## src/rtl/kslpd_pkg.sv

```systemverilog
`timescale 1ns / 1ps
// ----------------------------------------------------------------------------
// kslpd_pkg
// Shared types and constants for the key short/long press detector.
// ----------------------------------------------------------------------------
package kslpd_pkg;

    // Widths of the configuration registers and of the per-key counters.
    localparam int LONG_W  = 16;
    localparam int GLITCH_W = 8;
    localparam int CFG_DATA_W = 16;
    localparam int CFG_IDX_W  = 2;

    // Configuration register indexes.
    localparam logic [CFG_IDX_W-1:0] CFG_LONG_PRESS = 2'd0;
    localparam logic [CFG_IDX_W-1:0] CFG_GLITCH     = 2'd1;
    localparam logic [CFG_IDX_W-1:0] CFG_PRESS_LVL  = 2'd2;

    // Reset values of the configuration registers.
    localparam logic [LONG_W-1:0]   LONG_PRESS_RST = 16'd200;
    localparam logic [GLITCH_W-1:0] GLITCH_RST     = 8'd1;

    // Command codes of an input word.
    localparam logic CMD_TICK = 1'b0;
    localparam logic CMD_READ = 1'b1;

    // Key status codes.
    localparam logic [1:0] ST_NONE  = 2'd0;
    localparam logic [1:0] ST_SHORT = 2'd1;
    localparam logic [1:0] ST_LONG  = 2'd2;

    // Saturation limits of the counters.
    localparam logic [LONG_W-1:0]   PRESSED_MAX  = '1;
    localparam logic [GLITCH_W-1:0] RELEASED_MAX = '1;

    // State kept for one key.
    typedef struct packed {
        logic [LONG_W-1:0]   pressed_count;
        logic [GLITCH_W-1:0] released_count;
        logic [1:0]          current_status;
        logic [1:0]          latched_status;
    } key_state_t;

endpackage

```

## src/rtl/key_short_long_press_detector.sv

```systemverilog
`timescale 1ns / 1ps
// ----------------------------------------------------------------------------
// key_short_long_press_detector
// Debounces several keys and classifies their presses as short or long.
// ----------------------------------------------------------------------------
// Usage:
// The input channel (in_valid, in_stall) carries one word per handshake:
// either a tick with the raw level of every key (cmd = tick) or a request to
// read and clear the latched status of one key (cmd = read). Every input
// word gives exactly one output word on the output channel (out_valid,
// out_stall): the short and long press masks of a tick, or the status read.
// The key state of all keys is kept as one row of a synchronous memory. A
// word is read from memory on acceptance, updated in the following cycle and
// written back; the next word takes the updated row through a forwarding
// path, so a word may follow in every cycle while the output is not stalled.
// out_valid rises when the word leaves the update stage. One word per cycle is
// taken while the output is not stalled, set by the single read-modify-write
// on the state row. Reset clears all counts and statuses (the row reads as
// zero until it is first written) and loads the configuration reset values.
// When the receiver stalls, the output word holds and in_stall rises once the
// word in the update stage cannot move on; no word is lost. The user writes
// configuration through cfg_we, cfg_index and cfg_data only while idle; the
// block itself does not enforce this.
// ----------------------------------------------------------------------------
module key_short_long_press_detector
    import kslpd_pkg::*;
#(
    parameter int NUM_KEYS = 3
)
(
    input  logic                 clk,
    input  logic                 rst_n,

    input  logic                 cfg_we,
    input  logic [CFG_IDX_W-1:0] cfg_index,
    input  logic [CFG_DATA_W-1:0] cfg_data,

    input  logic                 in_valid,
    output logic                 in_stall,
    input  logic                 cmd,
    input  logic [NUM_KEYS-1:0]  key_levels,
    input  logic [((NUM_KEYS > 1) ? $clog2(NUM_KEYS) : 1)-1:0] key_index,

    output logic                 out_valid,
    input  logic                 out_stall,
    output logic [NUM_KEYS-1:0]  short_mask,
    output logic [NUM_KEYS-1:0]  long_mask,
    output logic [1:0]           read_status
);

    localparam int IDX_W = (NUM_KEYS > 1) ? $clog2(NUM_KEYS) : 1;
    localparam int ROW_W = NUM_KEYS * $bits(key_state_t);

    typedef key_state_t [NUM_KEYS-1:0] row_t;

    // Configuration registers.
    logic [LONG_W-1:0]   long_press_reg;
    logic [GLITCH_W-1:0] glitch_reg;
    logic [NUM_KEYS-1:0] press_level_reg;

    // Update stage registers.
    logic                s1_valid_reg;
    logic                s1_cmd_reg;
    logic [NUM_KEYS-1:0] s1_levels_reg;
    logic [IDX_W-1:0]    s1_idx_reg;

    // State memory, its read data and the forwarding path.
    logic [ROW_W-1:0]    state_mem [0:0];
    logic                mem_written_reg;
    logic [ROW_W-1:0]    rd_data_reg;
    logic                rd_zero_reg;
    logic                fwd_hit_reg;
    row_t                wb_row_reg;

    // Output register.
    logic                out_valid_reg;
    logic [NUM_KEYS-1:0] short_reg;
    logic [NUM_KEYS-1:0] long_reg;
    logic [1:0]          rstat_reg;

    logic                in_accept;
    logic                s1_advance;
    row_t                cur_row;
    row_t                row_next;
    logic [NUM_KEYS-1:0] short_next;
    logic [NUM_KEYS-1:0] long_next;
    logic [1:0]          rstat_next;

    // Handshake.
    assign s1_advance = s1_valid_reg && (!out_valid_reg || !out_stall);
    assign in_stall   = s1_valid_reg && !s1_advance;
    assign in_accept  = in_valid && !in_stall;

    // Configuration writes; indexes beyond the list are ignored.
    always_ff @(posedge clk or negedge rst_n)
    begin
        if (!rst_n)
        begin
            long_press_reg  <= LONG_PRESS_RST;
            glitch_reg      <= GLITCH_RST;
            press_level_reg <= '0;
        end
        else if (cfg_we)
        begin
            unique case (cfg_index)
                CFG_LONG_PRESS: long_press_reg  <= cfg_data[LONG_W-1:0];
                CFG_GLITCH:     glitch_reg      <= cfg_data[GLITCH_W-1:0];
                CFG_PRESS_LVL:  press_level_reg <= cfg_data[NUM_KEYS-1:0];
                default:        ;
            endcase
        end
    end

    // Update stage control.
    always_ff @(posedge clk or negedge rst_n)
    begin
        if (!rst_n)
        begin
            s1_valid_reg    <= 1'b0;
            mem_written_reg <= 1'b0;
            fwd_hit_reg     <= 1'b0;
            rd_zero_reg     <= 1'b1;
        end
        else
        begin
            if (in_accept)
            begin
                s1_valid_reg <= 1'b1;
                // The row written at this same edge is not yet in the read data.
                fwd_hit_reg  <= s1_advance;
                rd_zero_reg  <= !mem_written_reg;
            end
            else if (s1_advance)
            begin
                s1_valid_reg <= 1'b0;
            end
            if (s1_advance)
            begin
                mem_written_reg <= 1'b1;
            end
        end
    end

    // Update stage payload.
    always_ff @(posedge clk)
    begin
        if (in_accept)
        begin
            s1_cmd_reg    <= cmd;
            s1_levels_reg <= key_levels;
            s1_idx_reg    <= key_index;
        end
    end

    // Memory read on acceptance and write-back from the update stage.
    always_ff @(posedge clk)
    begin
        if (in_accept)
        begin
            rd_data_reg <= state_mem[0];
        end
        if (s1_advance)
        begin
            state_mem[0] <= row_next;
            wb_row_reg   <= row_next;
        end
    end

    // Select the current row: forwarded, fresh from memory, or the reset row.
    always_comb
    begin
        if (fwd_hit_reg)
        begin
            cur_row = wb_row_reg;
        end
        else if (rd_zero_reg)
        begin
            cur_row = '0;
        end
        else
        begin
            cur_row = row_t'(rd_data_reg);
        end
    end

    // Per-key update; every key is handled in parallel.
    always_comb
    begin
        logic [LONG_W-1:0]   pc;
        logic [GLITCH_W-1:0] rc;
        row_next   = cur_row;
        short_next = '0;
        long_next  = '0;
        rstat_next = ST_NONE;
        for (int k = 0; k < NUM_KEYS; k++)
        begin
            pc = cur_row[k].pressed_count;
            rc = cur_row[k].released_count;
            if (s1_cmd_reg == CMD_TICK)
            begin
                if (s1_levels_reg[k] == press_level_reg[k])
                begin
                    // Pressed level: count up, drop the release count, check long.
                    if (pc != PRESSED_MAX)
                    begin
                        pc = pc + LONG_W'(1);
                    end
                    if (pc > LONG_W'(glitch_reg))
                    begin
                        row_next[k].released_count = '0;
                    end
                    if (pc > long_press_reg)
                    begin
                        pc = '0;
                        row_next[k].current_status = ST_LONG;
                        row_next[k].latched_status = ST_LONG;
                        long_next[k] = 1'b1;
                    end
                    row_next[k].pressed_count = pc;
                end
                else
                begin
                    // Released level: once stable, report a short press if due.
                    if (rc != RELEASED_MAX)
                    begin
                        rc = rc + GLITCH_W'(1);
                    end
                    row_next[k].released_count = rc;
                    if (rc > glitch_reg)
                    begin
                        if (cur_row[k].current_status == ST_NONE
                            && pc > LONG_W'(glitch_reg))
                        begin
                            row_next[k].current_status = ST_SHORT;
                            row_next[k].latched_status = ST_SHORT;
                            short_next[k] = 1'b1;
                        end
                        else
                        begin
                            row_next[k].current_status = ST_NONE;
                        end
                        row_next[k].released_count = '0;
                        row_next[k].pressed_count  = '0;
                    end
                end
            end
            else if (s1_idx_reg == IDX_W'(k))
            begin
                // Read and clear the latched status of the addressed key.
                rstat_next = cur_row[k].latched_status;
                row_next[k].latched_status = ST_NONE;
            end
        end
    end

    // Output register.
    always_ff @(posedge clk or negedge rst_n)
    begin
        if (!rst_n)
        begin
            out_valid_reg <= 1'b0;
        end
        else if (s1_advance)
        begin
            out_valid_reg <= 1'b1;
        end
        else if (!out_stall)
        begin
            out_valid_reg <= 1'b0;
        end
    end

    always_ff @(posedge clk)
    begin
        if (s1_advance)
        begin
            short_reg <= short_next;
            long_reg  <= long_next;
            rstat_reg <= rstat_next;
        end
    end

    assign out_valid   = out_valid_reg;
    assign short_mask  = short_reg;
    assign long_mask   = long_reg;
    assign read_status = rstat_reg;

endmodule
```

## config.mk

```make
export PLATFORM = sky130hd
export DESIGN_NAME = key_short_long_press_detector
export DESIGN_NICKNAME = d
export VERILOG_FILES = /design/src/rtl/kslpd_pkg.sv /design/src/rtl/key_short_long_press_detector.sv
export SDC_FILE = /design/constraint.sdc
export NUM_CORES = 1
export LEC_CHECK = 0
export BUFFER_PORTS_ARGS = -buffer_cell sky130_fd_sc_hd__buf_4
export CAP_MARGIN = 40
export CORE_ASPECT_RATIO = 0.8
export CORE_MARGIN = 2
export CORE_UTILIZATION = 45
export DETAILED_ROUTE_END_ITERATION = 6
export HOLD_SLACK_MARGIN = 0.1
export PLACE_DENSITY_LB_ADDON = 0.2
export SYNTH_ARGS = -nofsm -noshare
export SYNTH_HDL_FRONTEND = slang
export SYNTH_SLANG_ARGS = --single-unit
export TNS_END_PERCENT = 100
```

## constraint.sdc

```tcl
create_clock -name clk -period 13.4 [get_ports clk]
set_input_delay 2.68 -clock clk [delete_from_list [all_inputs] [get_ports clk]]
set_output_delay 2.68 -clock clk [all_outputs]
set_load 0.01 [all_outputs]
```

==> impl_metrics.tcl, run 1 <==
set metrics [dict create \
    status "finished, final reports clean" \
    vias_per_cell 6.13 \
    grt_pass1_vias 10300 \
    cts_hold_buffers 0 \
    slowest_delay_ps 880 \
    dieHeight_microns 161 \
    r2r-start "fwd_hit_reg$_DFFE_PN0P_" \
    num-nets-final 1540 \
    hpwl_microns 27400 \
    clk_pin_slew_ps 70 \
    cts_resized 0 \
    largest_reg_flops 84 \
    end_kind "register" \
    cts_setup_buffers 0 \
    relSlewSlack 0.343 \
    fin_area_sq_um 15500 \
    core_sq_um 30500 \
    min_from "mem_written_reg$_DFFE_PN0P_" \
    grt_overflow 0 \
    postPlaceCellArea_sq_um 14700 \
    total_power_mw 2.50 \
    ys_types 70 \
    slew_violations 0 \
    root_buffer "clkbuf_16" \
    crit_start "fwd_hit_reg$_DFFE_PN0P_" \
    wirelength_microns 38700 \
    stdcell_count 1816 \
    routabilityCongestion 0.915 \
    io_buffers 38 \
    arrival_ps 6820 \
    dr.pass1.iters 6 \
    ys.flop_type "edfxtp_1" \
    cp_max_fo 85 \
    power_leakage_nw 6.13 \
    worst-path-buf-inv 1 \
    layout_commonest_cell "edfxtp_1" \
    syn_inst 1352 \
    required_ps 13750 \
    ys_warn_count 0 \
    ant_nets 0 \
    syn_nets 1507 \
    vias 11100 \
    placed_cells 1772 \
    startpoint_type "register" \
    drt_iter0_drc 1191 \
    yosysTopAreaCellShare 0.392 \
    grt_usage 0.236 \
    ir_worst_vdd_mv 0.113 \
    layout-area-overhead-vs-synth_pct 11.5 \
    fmax_mhz 155 \
    synth.avg_cell_area_sq_um 10.3 \
    worst_clock_skew_ps 22.0 \
    powerDensity_nw_per_um2 161 \
    ys_ff_latch 214 \
    diodes 0 \
    rsz0062_at_grt "false" \
    grt_start_max_net_pins 86 \
    layout_common_cells "edfxtp_1 (182), ha_1 (126), nand2_1 (122)" \
    cts.sinks 214 \
    start_util 0.458 \
    setup_violations 0 \
    drc_errors 0 \
    seq_area_sq_um 6280 \
    clock_path_buffers 3 \
    async_reset_ff_frac 0.150 \
    worstMarginPinSlew_ps 986 \
    cpLargestDelayFamily "compound AO/OA/AOI/OAI gates" \
    syn_area_sq_um 13900 \
    fin_tns_setup_ps 0 \
    multi_input_area_sq_um 7250 \
    core.rowCount 57 \
    die-area_sq_um 32400 \
    ys_seq_area_frac 0.450 \
    hold_viol 0 \
    period_share 0.483 \
    numCtsBuffers 24 \
    cpMostUsedCell "a21oi_1" \
    grt_first_pass_wirelength_microns 60100 \
    io_pins 39 \
    clk-insertion-delay-late_ps 530 \
    wl_per_cell_microns 21.3 \
    synth_edf_count 182 \
    synthTopCellsByArea "edfxtp_1 (39%), ha_1 (11%), dfrtp_1 (4.8%), nand2_1 (3.3%), o21ai_0 (3.2%)" \
    cts_max_level 1 \
    synth_top_cell_by_area "edfxtp_1" \
    worstSetupPathType "register to register" \
    period_needed_ps 6470 \
    hold_path.class "register to register" \
    cts_tree "built" \
    cap_violations 0 \
    antenna_found_initial 0 \
    nFillCells 2706 \
    path_cells "or3b_1, a222oi_1, and4_1, nand2_1, o21ai_0, ha_1, nor2b_1, o21a_1, o211ai_1, a31oi_1, o41a_1, nor3_2, buf_4, a21oi_1, a21oi_1" \
    final_layout_size_suffix_gt1_frac 0.104 \
    die_w_microns 201 \
    slowest_stage "a222oi_1" \
]
metrics by stage:
step           utilization  hold WS [ps]  worst slack, ps
5_1_grt              0.510           438             6510
3_5_place_dp         0.483           422             7130
4_1_cts              0.510           416             7080
3_3_place_gp         0.481           420             7180
6_report             0.510           415             6930
2_1_floorplan            -           395             7440
cell usage after synthesis (14+ instances only):
cell and count:
a22o_1 27, nor3_1 28, o21a_1 21, a22oi_1 51, clkbuf_1 30, nor2b_1 19, o21ai_0 90, mux2i_1 14
nand3_1 44, dfrtp_1 27, and2_1 15, mux2_2 15, nor3b_1 17, nand4_1 33, a31oi_1 18, a21oi_1 77
nor2_1 64, nand2_1 122, nand2b_1 23, xnor2_1 31, inv_1 62, ha_1 126, edfxtp_1 182, a21o_1 23
power breakdown:
group | total, mW | internal, mW | switching [mW]
clock network | 0.702 | 0.429 | 0.273
registers | 0.924 | 0.857 | 0.0675
logic | 0.876 | 0.334 | 0.542
total | 2.50 | 1.62 | 0.883
worst paths after layout:
| path | cells after the start | slack, ps | endpoint |
|---|---|---|---|
| setup / recovery | 15 | 6930 | wb_row_reg[17]$_DFFE_PP_ |
| hold / removal | 1 | 420 | rd_zero_reg$_DFFE_PN1P_ |
| setup reg to reg | 15 | 6930 | wb_row_reg[17]$_DFFE_PP_ |
| hold reg to reg | 1 | 420 | rd_zero_reg$_DFFE_PN1P_ |
| max in group asynchronous | 1 | 10970 | long_press_reg[3]$_DFFE_PN1P_ |
| min in group asynchronous | 1 | 2080 | fwd_hit_reg$_DFFE_PN0P_ |
cell type report:
type,instances,share of cell area
multi-input combinational,1029,0.467
sequential,214,0.404
clock buffer,32,0.0433
tap,413,0.0333
timing repair buffer,54,0.0271
inverter,62,0.0151
clock inverter,12,0.0104
per-layer routing:
layer	track usage	vias to the layer above	routed length, microns
li1	-	5252	-
met1	0.369	5364	18800
met2	0.339	464	15900
met3	0.0369	57	3090
met4	0.0556	0	870
met5	0	-	0
cell families (layout without fill, tap and decap cells):
logic type,count (synthesis),after routing,synth area share
mux,29,29,0.0222
flops,214,214,0.450
simple gates,441,441,0.171
fa+ha+maj,126,126,0.113
buf+inv,109,160,0.0311
compound gates,390,390,0.186
xor+xnor,43,43,0.0270
Note: power is estimated with default switching activity, not from simulation.
==> run 2, diff against run 1 <==
Clock period 13.4 ns to 6.5 ns, I/O delays scaled along.
==> impl_metrics.tcl, run 2 (same netlist as run 1, synthesis figures left out) <==
set metrics [dict create \
    status "finished, final reports clean" \
    min_from "mem_written_reg$_DFFE_PN0P_" \
    power_leakage_nw 6.19 \
    period_needed_ps 5770 \
    period_share 0.887 \
    whs_endpoint "rd_zero_reg$_DFFE_PN1P_" \
    pre_cts_ws_ps 872 \
    hpwl_microns 27200 \
    vias_per_cell 6.15 \
    largest_reg_flops 84 \
    grt_usage 0.240 \
    cts_tree "built" \
    worst_clock_skew_ps 19.3 \
    cts_resized 0 \
    reg2reg_slack_ps 730 \
    ant_nets 0 \
    drc_errors 0 \
    rsz0062_at_grt "false" \
    worst-path-buf-inv 2 \
    fmax_mhz 173 \
    root_buffer "clkbuf_16" \
    clk_pin_slew_ps 60 \
    drt_iter0_drc 1099 \
    startpoint_type "register" \
    cts_hold_buffers 0 \
    grt_start_max_net_pins 118 \
    relSlewSlack 0.400 \
    required_ps 6890 \
    numCtsBuffers 25 \
    core.rowCount 57 \
    setup_violations 0 \
    io_buffers 38 \
    final_layout_size_suffix_gt1_frac 0.110 \
    slowest_stage "nor4_1" \
    wirelength_microns 39100 \
    clock_path_buffers 3 \
    r2r-start "fwd_hit_reg$_DFFE_PN0P_" \
    worstSetupPathType "register to register" \
    antenna_found_initial 0 \
    die-area_sq_um 32400 \
    cts.sinks 214 \
    grt_first_pass_wirelength_microns 61100 \
    routabilityCongestion 0.881 \
    hold_viol 0 \
    layout-area-overhead-vs-synth_pct 12.1 \
    slew_violations 0 \
    powerDensity_nw_per_um2 335 \
    core_sq_um 30500 \
    reg2reg_depth 18 \
    layout_commonest_cell "edfxtp_1" \
    cp_max_fo 42 \
    postPlaceCellArea_sq_um 14800 \
    diodes 0 \
    arrival_ps 6160 \
    setup_ws_ps 735 \
    fin_hold_ws_ps 433 \
    clk-insertion-delay-late_ps 540 \
    dieHeight_microns 161 \
    grt_pass1_vias 10600 \
    io_pins 39 \
    cpLargestDelayFamily "simple AND/OR/NAND/NOR gates" \
    ir_worst_vdd_mv 0.242 \
    start_util 0.458 \
    cts_setup_buffers 0 \
    layout_common_cells "edfxtp_1 (182), ha_1 (126), nand2_1 (122)" \
    vias 11200 \
    r2r-end "wb_row_reg[40]$_DFFE_PP_" \
    nFillCells 2748 \
    grt_overflow 0 \
    whs_path_depth 1 \
    end_kind "register" \
    cap_violations 0 \
    hold_path.class "register to register" \
    path_cells "nor2_4, buf_12, a22o_1, ha_1, inv_1, a221o_1, nor2_1, nand3_1, nand2_1, nor2_1, xnor2_1, ha_1, o21ai_0, a21oi_1, nor4_1, nor2_1, o211a_1, a21oi_1" \
    die_w_microns 201 \
    num-nets-final 1546 \
    worstMarginPinSlew_ps 898 \
    fin_area_sq_um 15600 \
    slowest_delay_ps 720 \
    cpMostUsedCell "nor2_1" \
    dr.pass1.iters 6 \
    wl_per_cell_microns 21.5 \
    fin_tns_setup_ps 0 \
    cts_max_level 1 \
]
## run 2: per-layer routing
metal  vias to the layer above  GRT usage  part of all wire
met5                         -          0                 0
met2                       434      0.351              0.41
li1                       5270          -                 -
met4                         0     0.0758             0.032
met1                      5413      0.358              0.48
met3                        89     0.0468             0.079
## run 2: worst max path at each step
stage,from,endpoint,slack (ps),cells after the start
6_report,fwd_hit_reg$_DFFE_PN0P_,wb_row_reg[40]$_DFFE_PP_,730,18
5_1_grt,fwd_hit_reg$_DFFE_PN0P_,wb_row_reg[40]$_DFFE_PP_,450,20
4_1_cts,fwd_hit_reg$_DFFE_PN0P_,wb_row_reg[40]$_DFFE_PP_,860,20
3_5_place_dp,fwd_hit_reg$_DFFE_PN0P_,wb_row_reg[40]$_DFFE_PP_,870,20
3_3_place_gp,fwd_hit_reg$_DFFE_PN0P_,wb_row_reg[40]$_DFFE_PP_,990,20
2_1_floorplan,fwd_hit_reg$_DFFE_PN0P_,wb_row_reg[12]$_DFFE_PP_,540,25
## run 2: worst register-to-register path, cell delays in order, from the launching register on
cell	delay, ps
dfrtp_4	630
nor2_4	450
buf_12	330
a22o_1	290
ha_1	310
inv_1	70
a221o_1	300
nor2_1	220
nand3_1	340
nand2_1	210
nor2_1	70
xnor2_1	470
ha_1	350
o21ai_0	100
a21oi_1	120
nor4_1	720
nor2_1	270
o211a_1	270
a21oi_1	100
## run 2: power by group
group	total, mW	switching [mW]	leakage (nW)	internal [mW]
Sequential	1.89	0.126	2.15	1.77
Clock	1.49	0.587	0.431	0.905
Combinational	1.84	1.15	3.61	0.699
Total	5.23	1.86	6.19	3.37
## run 2: layout make-up
cell class | instances | area (sq um) | share of cell area
sequential | 214 | 6280 | 0.402
multi-input combinational | 1029 | 7260 | 0.465
clock buffer | 35 | 734 | 0.0470
clock inverter | 11 | 135 | 0.00865
tap | 413 | 517 | 0.0331
inverter | 62 | 235 | 0.0151
timing repair buffer | 59 | 468 | 0.0300
## run 2: stage by stage
step	instances	power [mW]	util
floorplan	1352	3.16	-
global placement	1777	3.66	0.484
detailed placement	1777	3.71	0.484
CTS	1823	5.22	0.513
global route	1823	5.54	0.513
finish	1823	5.23	0.513
==> run 3, diff against run 2 <==
Settings changed: CORE_MARGIN 2 to 10.
Clock period 6.5 ns to 5.6 ns, I/O delays scaled along.
==> impl_metrics.tcl, run 3 (same netlist as run 1, synthesis figures left out) <==
set metrics [dict create \
    powerDensity_nw_per_um2 374 \
    die_w_microns 217 \
    cts_max_level 1 \
    cap_violations 0 \
    layout_common_cells "edfxtp_1 (182), ha_1 (126), nand2_1 (122)" \
    period_share 0.945 \
    wl_per_cell_microns 20.7 \
    pre_cts_ws_ps 134 \
    arrival_ps 5660 \
    crit_start "fwd_hit_reg$_DFFE_PN0P_" \
    final_util 0.516 \
    largest_reg_flops 84 \
    root_buffer "clkbuf_16" \
    stdcell_count 1839 \
    clk-insertion-delay-late_ps 540 \
    fmax_mhz 189 \
    cts_hold_buffers 0 \
    seq_power_share 0.373 \
    ir_worst_vdd_mv 0.224 \
    netSwitchingFraction 0.358 \
    power_leakage_nw 6.24 \
    cp_max_fo 28 \
    power_switching_mw 2.10 \
    core_sq_um 30500 \
    start_util 0.458 \
    num-nets-final 1563 \
    drt_iter0_drc 1026 \
    core.rowCount 57 \
    placed_cells 1795 \
    layout_commonest_cell "edfxtp_1" \
    grt_first_pass_wirelength_microns 60700 \
    rsz0062_at_grt "false" \
    final_layout_size_suffix_gt1_frac 0.120 \
    intPower_mw 3.77 \
    cts_tree "built" \
    ant_nets 0 \
    hold_viol 0 \
    startpoint_type "register" \
    relSlewSlack 0.507 \
    postPlaceCellArea_sq_um 14900 \
    worstMarginPinSlew_ps 735 \
    vias_per_cell 6.06 \
    antenna_found_initial 0 \
    hpwl_microns 27700 \
    hold_path.class "register to register" \
    setup_violations 0 \
    vias 11200 \
    grt_usage 0.196 \
    numCtsBuffers 24 \
    grt_overflow 0 \
    power_frac_clock 0.262 \
    routabilityCongestion 0.952 \
    grt_pass1_vias 10700 \
    die-area_sq_um 38500 \
    status "finished, final reports clean" \
    cts.sinks 214 \
    slew_violations 0 \
    period_needed_ps 5290 \
    fin_hold_ws_ps 441 \
    end_kind "register" \
    worst_clock_skew_ps 22.8 \
    wirelength_microns 38100 \
    dr.pass1.iters 5 \
    worstSetupPathType "register to register" \
    diodes 0 \
    layout-area-overhead-vs-synth_pct 12.8 \
    required_ps 5970 \
    min_from "mem_written_reg$_DFFE_PN0P_" \
    clk_pin_slew_ps 60 \
    grt_start_max_net_pins 59 \
    dieHeight_microns 177 \
    p_comb_frac 0.366 \
    clock_path_buffers 3 \
    drc_errors 0 \
    r2r-start "fwd_hit_reg$_DFFE_PN0P_" \
    io_pins 39 \
    fin_area_sq_um 15700 \
    nFillCells 2742 \
    total_power_mw 5.87 \
    fin_tns_setup_ps 0 \
    setup_ws_ps 307 \
    io_buffers 38 \
]
[run 3: cell types whose count changed in the layout (fill, tap and decap cells not counted), sizes merged]
cell / previous run / this run
buf: 59 / 77
bufinv: 3 / 0
clkbuf: 35 / 36
clkinvlp: 0 / 1
inv: 63 / 62
[run 3: final timing paths]
kind,cells past startpoint,slack [ps],end
max,17,310,wb_row_reg[15]$_DFFE_PP_
min,1,440,rd_zero_reg$_DFFE_PN1P_
max reg2reg,17,310,wb_row_reg[15]$_DFFE_PP_
min reg2reg,1,440,rd_zero_reg$_DFFE_PN1P_
max in group asynchronous,1,4720,long_press_reg[7]$_DFFE_PN1P_
min in group asynchronous,1,520,fwd_hit_reg$_DFFE_PN0P_
[run 3: layout make-up]
type / instances / area (sq um) / area share
clock inverter: 8 / 48.8 / 0.00310
clock buffer: 36 / 717 / 0.0456
multi-input combinational: 1029 / 7270 / 0.463
inverter: 62 / 235 / 0.0150
sequential: 214 / 6280 / 0.399
timing repair buffer: 77 / 656 / 0.0417
tap: 413 / 517 / 0.0329
[run 3: power by group through the flow]
stage / Combinational, mW / Sequential [mW] / Clock, mW
finish: 2.15 / 2.19 / 1.54
global route: 2.39 / 2.22 / 1.63
CTS: 2.11 / 2.19 / 1.57
detailed placement: 2.10 / 2.22 / 0
global placement: 2.03 / 2.21 / 0
floorplan: 1.50 / 2.17 / 0
[run 3: routing by layer]
layer | part of all wire | vias to the layer above | GRT usage | wire, microns
met3 | 0.074 | 74 | 0.0334 | 2810
li1 | - | 5297 | - | -
met5 | 0 | - | 0 | 0
met2 | 0.42 | 417 | 0.290 | 16000
met4 | 0.030 | 0 | 0.0593 | 1140
met1 | 0.48 | 5363 | 0.286 | 18100
[run 3: critical path: stages, from the launching register on]
cell      delay (ps)
dfrtp_4          620
buf_4            280
or3b_2           470
nand2_1          210
ha_1             310
and4_2           410
nand2_1          260
o21ai_1          460
ha_1             340
nor2b_1          140
o21a_1           160
o211ai_1         210
a31oi_1          140
o41a_1           380
nor3_2           110
buf_4            280
a21oi_1          110
a21oi_1          190
[run 3: what timing repair did]
| action | CTS | global route |
|---|---|---|
| resized for setup | 0 | 7 |
| hold endpoints to repair | 0 | 0 |
| buffers inserted | 0 | 0 |
| setup endpoints to repair | 0 | 33 |
